--- config.mk ---
export PLATFORM = sky130hd
export DESIGN_NAME = pfb_place
export DESIGN_NICKNAME = d
export VERILOG_FILES = /design/src/rtl/pfb_pkg.sv /design/src/rtl/pfb_place.sv
export SDC_FILE = /design/constraint.sdc
export NUM_CORES = 1
export LEC_CHECK = 0
export ABC_AREA = 1
export BUFFER_PORTS_ARGS = -buffer_cell sky130_fd_sc_hd__buf_2
export CAP_MARGIN = 20
export CELL_PAD_IN_SITES_DETAIL_PLACEMENT = 1
export CELL_PAD_IN_SITES_GLOBAL_PLACEMENT = 2
export CORE_UTILIZATION = 22
export DETAILED_ROUTE_END_ITERATION = 7
export PLACE_DENSITY_LB_ADDON = 0.1
export SLEW_MARGIN = 20
export SYNTH_ARGS = -nofsm -noshare
export SYNTH_HDL_FRONTEND = slang
export SYNTH_SLANG_ARGS = --single-unit
export TNS_END_PERCENT = 20
--- constraint.sdc ---
create_clock -name vclk -period 2.2
set_input_delay 0 -clock vclk [all_inputs]
set_output_delay 0 -clock vclk [all_outputs]
set_load 0.005 [all_outputs]
--- src/rtl/pfb_pkg.sv ---
package pfb_pkg;

  localparam int IN_TDATA_W  = 24;
  localparam int OUT_TDATA_W = 16;
  localparam int CFG_ADDR_W  = 2;
  localparam int CFG_DATA_W  = 8;

  localparam logic [CFG_ADDR_W-1:0] CFG_ORIGIN_X  = 2'd0;
  localparam logic [CFG_ADDR_W-1:0] CFG_ORIGIN_Y  = 2'd1;
  localparam logic [CFG_ADDR_W-1:0] CFG_MASK_MODE = 2'd2;

  typedef enum logic [1:0] {
    OP_BLIT  = 2'd0,
    OP_WRITE = 2'd1,
    OP_READ  = 2'd2,
    OP_NONE  = 2'd3
  } pfb_op_t;

  typedef enum logic [2:0] {
    S_CLEAR,
    S_IDLE,
    S_READ,
    S_MOD0,
    S_MOD1,
    S_DONE
  } pfb_state_t;

  typedef struct packed {
    logic do0;
    logic do1;
    logic clip;
  } pfb_place_t;

  function automatic logic [7:0] pfb_merge(input logic [7:0] old_byte,
                                           input logic [7:0] bits,
                                           input logic [7:0] keep,
                                           input logic       mask_mode);
    logic [7:0] res;
    if (mask_mode) begin
      res = old_byte & (bits | keep);
    end else begin
      res = old_byte | bits;
    end
    return res;
  endfunction

endpackage

--- src/rtl/pfb_place.sv ---
module pfb_place import pfb_pkg::*; #(
  parameter int COLUMNS = 128,
  parameter int PAGES   = 8
) (
  input  pfb_op_t                             op,
  input  logic [6:0]                          column,
  input  logic [2:0]                          page,
  input  logic [7:0]                          origin_x,
  input  logic [5:0]                          origin_y,
  output logic [$clog2(COLUMNS*PAGES)-1:0]    addr0,
  output logic [$clog2(COLUMNS*PAGES)-1:0]    addr1,
  output pfb_place_t                          place
);

  localparam int AW = $clog2(COLUMNS * PAGES);
  localparam logic [AW-1:0] ROW_STEP = AW'(COLUMNS);

  logic [8:0] x;
  logic [4:0] p;
  logic [4:0] p1;
  logic       shifted;
  logic       x_ok;
  logic       p_ok;
  logic       p1_ok;
  logic       col_ok;
  logic       pg_ok;
  logic [4:0] row_sel;
  logic [8:0] col_sel;

  always_comb begin
    x       = {1'b0, origin_x} + 9'(column);
    p       = 5'(origin_y[5:3]) + 5'(page);
    p1      = p + 5'd1;
    shifted = (origin_y[2:0] != 3'd0);
    x_ok    = (x < 9'(COLUMNS));
    p_ok    = (p < 5'(PAGES));
    p1_ok   = (p1 < 5'(PAGES));
    col_ok  = (9'(column) < 9'(COLUMNS));
    pg_ok   = (5'(page) < 5'(PAGES));
  end

  always_comb begin
    place = '0;
    case (op)
      OP_BLIT: begin
        place.do0  = x_ok && p_ok;
        place.do1  = x_ok && shifted && p1_ok;
        place.clip = !x_ok || !p_ok || (shifted && !p1_ok);
      end
      OP_WRITE, OP_READ: begin
        place.do0  = col_ok && pg_ok;
        place.clip = !(col_ok && pg_ok);
      end
      default: begin
        place = '0;
      end
    endcase
  end

  assign row_sel = (op == OP_BLIT) ? p : 5'(page);
  assign col_sel = (op == OP_BLIT) ? x : 9'(column);
  assign addr0   = AW'(row_sel) * ROW_STEP + AW'(col_sel);
  assign addr1   = addr0 + ROW_STEP;

endmodule

==> flow_metrics.tcl, run 1 <==
set metrics [dict create \
    status "complete, no violations" \
    die_w_um 62.9 \
    wirelength_um 2390 \
    place_hpwl_um 2100 \
    ant_nets 0 \
    initial_core_util_pct 23.7 \
    grt_max_degree 12 \
    syn_area_um2 816 \
    post_drt_wl_per_cell_um 10.3 \
    netlist_instances 132 \
    place.gp.congestion 0.771 \
    grt_antenna_before_repair 0 \
    dp.cells 227 \
    grt_pass1_vias 945 \
    finalCritPeriodShare_pct 98.4 \
    crit_path_end_kind "output port" \
    grt_remaining_overflow 0 \
    dr.pass1.iters 4 \
    crit_required_ps 2200 \
    synthTopCellsByCount "nand2_1 (37), inv_1 (26), ha_1 (14)" \
    crit_arrival_ps 2170 \
    p_comb_share_pct 100.0 \
    regArea_um2 0 \
    syn2layout_area_growth_pct 64.0 \
    yosys.area.top_type "ha_1" \
    synthTopCellsByArea "ha_1 (21%), nand2_1 (17%), inv_1 (12%), fa_1 (7.4%), buf_4 (7.4%)" \
    clockBufferCount 0 \
    fmax_mhz 462 \
    final_max_slew_viol_count 0 \
    critical_path_class "input port to output port" \
    port-buffer-count 49 \
    power.density_mw_per_mm2 268 \
    p_seq_share_pct 0 \
    fill_cells 449 \
    crit_path_start_kind "input port" \
    setup.worst_path.start "origin_x[4]" \
    slew_headroom_pct 75.9 \
    remaining_drc_errors 0 \
    synth-seq-area-share_pct 0 \
    setup_viol 0 \
    synth_cell_types 27 \
    die-area_mm2 0.00396 \
    irDropWorstVdd_uv 82.3 \
    grt_use_total_pct 11.4 \
    yosysWarnings 0 \
    vias 980 \
    die_y_um 62.9 \
    instances_no_fill 231 \
    fin_nets 230 \
    switching_share_pct 49.2 \
    cap_violations 0 \
    hp-class "input port to output port" \
    nFlopsAndLatches 0 \
    p_leak_nw 0.722 \
    design.core.area_mm2 0.00344 \
    cp-endpoint "addr1[9]" \
    hold_ws_ps 302 \
    rsz0062_at_grt "yes" \
    p_int_w 0.000182 \
    syn-mean-instance-area_um2 6.18 \
    io_pins 49 \
    diodes 0 \
    drive_gt1_share_pct 54.6 \
    worst_pin_slew_ps 359 \
    drt_iter0_markers 8 \
    switchingPower_w 0.000177 \
    final.min_clock_period_ps 2170 \
    synth_nets 175 \
    vias_per_cell 4.24 \
    synth.top_cell.area_share_pct 21.5 \
    synth.most_common_cell "nand2_1" \
    grt_pass1_wl_um 3860 \
    hold_violations 0 \
    power_frac_clock_pct 0 \
    rows 21 \
    crit_path_max_fanout 4 \
]
==> layout by cell type, fill, tap and decap left out, drive strengths merged <==
cell / n
a21oi: 5
fa: 3
a21boi: 1
o21bai: 1
and2: 1
buf: 62
xor2: 4
o31ai: 1
nand3: 5
nand4: 1
inv: 27
ha: 14
nor2: 6
o21ai: 10
xnor2: 2
nor3: 2
nand2: 40
==> metrics by stage <==
stage	setup slack [ps]	total power (W)	instance area (um2)	utilization, %	setup TNS [ps]
5_1_grt	-111	0.000402	1340	38.9	-151
3_3_place_gp	-38.2	0.000293	1120	32.6	-38.2
3_5_place_dp	-57.0	0.000298	1120	32.6	-57.0
6_report	34.6	0.000359	1340	38.9	0
2_1_floorplan	260	0.000183	816	-	0
4_1_cts	7.35	0.000308	1150	33.4	0
==> worst min-delay path by stage <==
stage | startpoint | endpoint | slack (ps) | depth (start not counted)
after global placement | column[0] | addr1[0] | 300 | 4
final | column[0] | addr0[0] | 300 | 4
after floorplan | column[0] | addr0[0] | 100 | 2
after detailed placement | column[0] | addr1[0] | 310 | 4
after global routing | column[0] | addr0[0] | 330 | 4
after CTS | column[0] | addr0[0] | 310 | 4
==> what timing repair did <==
item / 4_1_cts / 5_1_grt
hold endpoints to repair: 0 / 0
gates resized for setup: 5 / 36
pin swaps: 1 / 18
setup endpoints to repair: 1 / 2
hold buffers: 0 / 0
setup buffers: 0 / 4
==> power by group through the flow <==
stage / logic (W) / clock network, W / registers (W)
after floorplan: 0.000183 / 0 / 0
after global placement: 0.000293 / 0 / 0
after detailed placement: 0.000298 / 0 / 0
after CTS: 0.000308 / 0 / 0
after global routing: 0.000402 / 0 / 0
final: 0.000359 / 0 / 0
==> critical path, cell delays in order <==
cell	delay [ps]
buf_6	100
ha_4	250
nand2_4	60
nand2_2	50
a21oi_2	170
nand2_2	70
nand2_2	70
nand2_2	60
nor2_2	100
ha_2	170
inv_2	40
fa_1	540
inv_2	50
ha_4	150
xor2_1	150
buf_2	130
==> cell type report <==
cell class	instances	area, um2	area share [%]
multi-input combinational	96	805	60.1
tap	46	57.6	4.30
timing repair buffer	62	374	28.0
inverter	27	101	7.58
==> per-layer routing <==
| layer | GRT usage (%) | part of all wire, % | routed length, um | vias up |
|---|---|---|---|---|
| li1 | - | - | - | 508 |
| met1 | 14.2 | 45 | 1080 | 450 |
| met2 | 22.8 | 53 | 1260 | 22 |
| met3 | 0 | 2.0 | 47 | 0 |
| met4 | 0 | 0 | 0 | 0 |
| met5 | 0 | 0 | 0 | - |
==> logic make-up (layout without fill, tap and decap cells) <==
| logic type | Yosys count | count (layout) | share of synthesized area, % |
|---|---|---|---|
| compound gates | 18 | 18 | 13.3 |
| buf+inv | 36 | 89 | 20.4 |
| simple gates | 55 | 55 | 30.1 |
| xor+xnor | 6 | 6 | 7.36 |
| fa+ha+maj | 17 | 17 | 28.8 |
Power figures use the tool's default switching activity.
==> run 2, diff against run 1 <==
--- a/config.mk
+++ b/config.mk
@@ -12,7 +12,7 @@
 export CELL_PAD_IN_SITES_GLOBAL_PLACEMENT = 2
 export CORE_UTILIZATION = 22
 export DETAILED_ROUTE_END_ITERATION = 7
-export PLACE_DENSITY_LB_ADDON = 0.1
+export PLACE_DENSITY_LB_ADDON = 0.12
 export SLEW_MARGIN = 20
 export SYNTH_ARGS = -nofsm -noshare
 export SYNTH_HDL_FRONTEND = slang
==> run 2 against run 1 <==
  * Die area is the same
  * Via count grew 1.7%
  * Count of clock-buffer cells in the layout is the same
  * Cell count is the same
  * Power shrank 3.0%
  * First-iteration DRC count grew 75%
  * Largest cell class unchanged
  * Cell area shrank 1.6%
==> flow_metrics.tcl, run 2 (same netlist as run 1, synthesis figures left out) <==
set metrics [dict create \
    rows 21 \
    final_cell_mix "buf_2 (45), nand2_1 (29), inv_1 (21)" \
    crit_path_max_fanout 3 \
    m1WireLength_um 1010 \
    clockBufferCount 0 \
    hp-class "input port to output port" \
    final_max_slew_viol_count 0 \
    finalPower_w 0.000348 \
    slew_headroom_pct 73.3 \
    diodes 0 \
    crit_path_start_kind "input port" \
    initial_core_util_pct 23.7 \
    route.met2.wl_um 1430 \
    rsz0062_at_grt "yes" \
    critical_path_class "input port to output port" \
    remaining_drc_errors 0 \
    drt_iter0_markers 14 \
    finalCritPeriodShare_pct 98.7 \
    grt_remaining_overflow 0 \
    die_y_um 62.9 \
    fill_cells 464 \
    hold_violations 0 \
    postCtsHoldBufs 0 \
    post_drt_wl_per_cell_um 10.9 \
    place_hpwl_um 2080 \
    final_common_cell "buf_2" \
    wl_met3_um 62 \
    crit_path_end_kind "output port" \
    irDropWorstVdd_uv 136 \
    vias_per_cell 4.32 \
    grt_max_degree 12 \
    multi_input_comb_area_um2 790 \
    die_w_um 62.9 \
    postPlaceCellArea_mm2 0.00112 \
    grt_pass1_vias 979 \
    wirelength_um 2510 \
    fmax_mhz 461 \
    p_leak_nw 0.718 \
    place.gp.congestion 0.750 \
    design.core.area_mm2 0.00344 \
    grt_use_total_pct 11.9 \
    final.min_clock_period_ps 2170 \
    grt_antenna_before_repair 0 \
    port-buffer-count 49 \
    top_layer "met3" \
    drive_gt1_share_pct 54.1 \
    crit_arrival_ps 2170 \
    fin_area_mm2 0.00132 \
    die-area_mm2 0.00396 \
    fin_nets 230 \
    ant_nets 0 \
    status "complete, no violations" \
    holdPathStages 4 \
    power.density_mw_per_mm2 265 \
    io_pins 49 \
    syn2layout_area_growth_pct 61.3 \
    vias 997 \
    nFlopsAndLatches 0 \
    crit_required_ps 2200 \
    setup_viol 0 \
    dr.pass1.iters 2 \
    worst_pin_slew_ps 397 \
    regArea_um2 0 \
    fin_tns_setup_ps 0 \
    grt_pass1_wl_um 4050 \
    cap_violations 0 \
]
[run 2: cell counts in the layout (fill, tap and decap cells not counted)]
No cell type changed its count.
[run 2: layout make-up]
type	instances	area share, %
multi-input combinational	96	60.0
inverter	27	7.70
timing repair buffer	62	27.9
tap	46	4.37
[run 2: what timing repair did]
item                       in CTS  in global routing
setup endpoints to repair       1                  2
resized for setup               3                 33
pin swaps                       0                 21
setup buffers                   0                  4
[run 2: path summary, 6_finish.rpt]
check / from / to / slack [ps]
hold / removal: column[0] / addr0[0] / 300
setup / recovery: column[4] / addr1[9] / 30
[run 2: worst max-delay path, cell delays in order]
cell	delay [ps]
buf_6	100
ha_4	280
nand2_4	50
nand2_2	70
a21oi_2	60
buf_4	130
nand3_2	70
nand2_2	60
nor2_2	110
ha_2	170
inv_2	40
fa_1	550
inv_2	50
ha_4	150
xor2_1	140
buf_2	130
[run 2: report_power, final]
| group | switching (W) | leakage [nW] | total [W] | internal (W) |
|---|---|---|---|---|
| Combinational | 0.000174 | 0.718 | 0.000348 | 0.000175 |
| Sequential | 0 | 0 | 0 | 0 |
| Clock | 0 | 0 | 0 | 0 |
| Total | 0.000174 | 0.718 | 0.000348 | 0.000175 |
[run 2: metal layers]
metal	track usage, %	up-vias
met2	23.9	25
met1	14.5	463
met3	0.182	0
met5	0	-
li1	-	509
met4	0	0
[run 2: per-stage QoR]
| step | hold WS [ps] | setup WS (ps) | std cells | util [%] |
|---|---|---|---|---|
| finish | 305 | 28.6 | 231 | 38.2 |
| floorplan | 105 | 260 | 132 | - |
| global placement | 296 | 5.78 | 227 | 32.6 |
| global route | 333 | -98.7 | 231 | 38.2 |
| CTS | 307 | 22.9 | 227 | 33.4 |
| detailed placement | 309 | -28.6 | 227 | 32.6 |
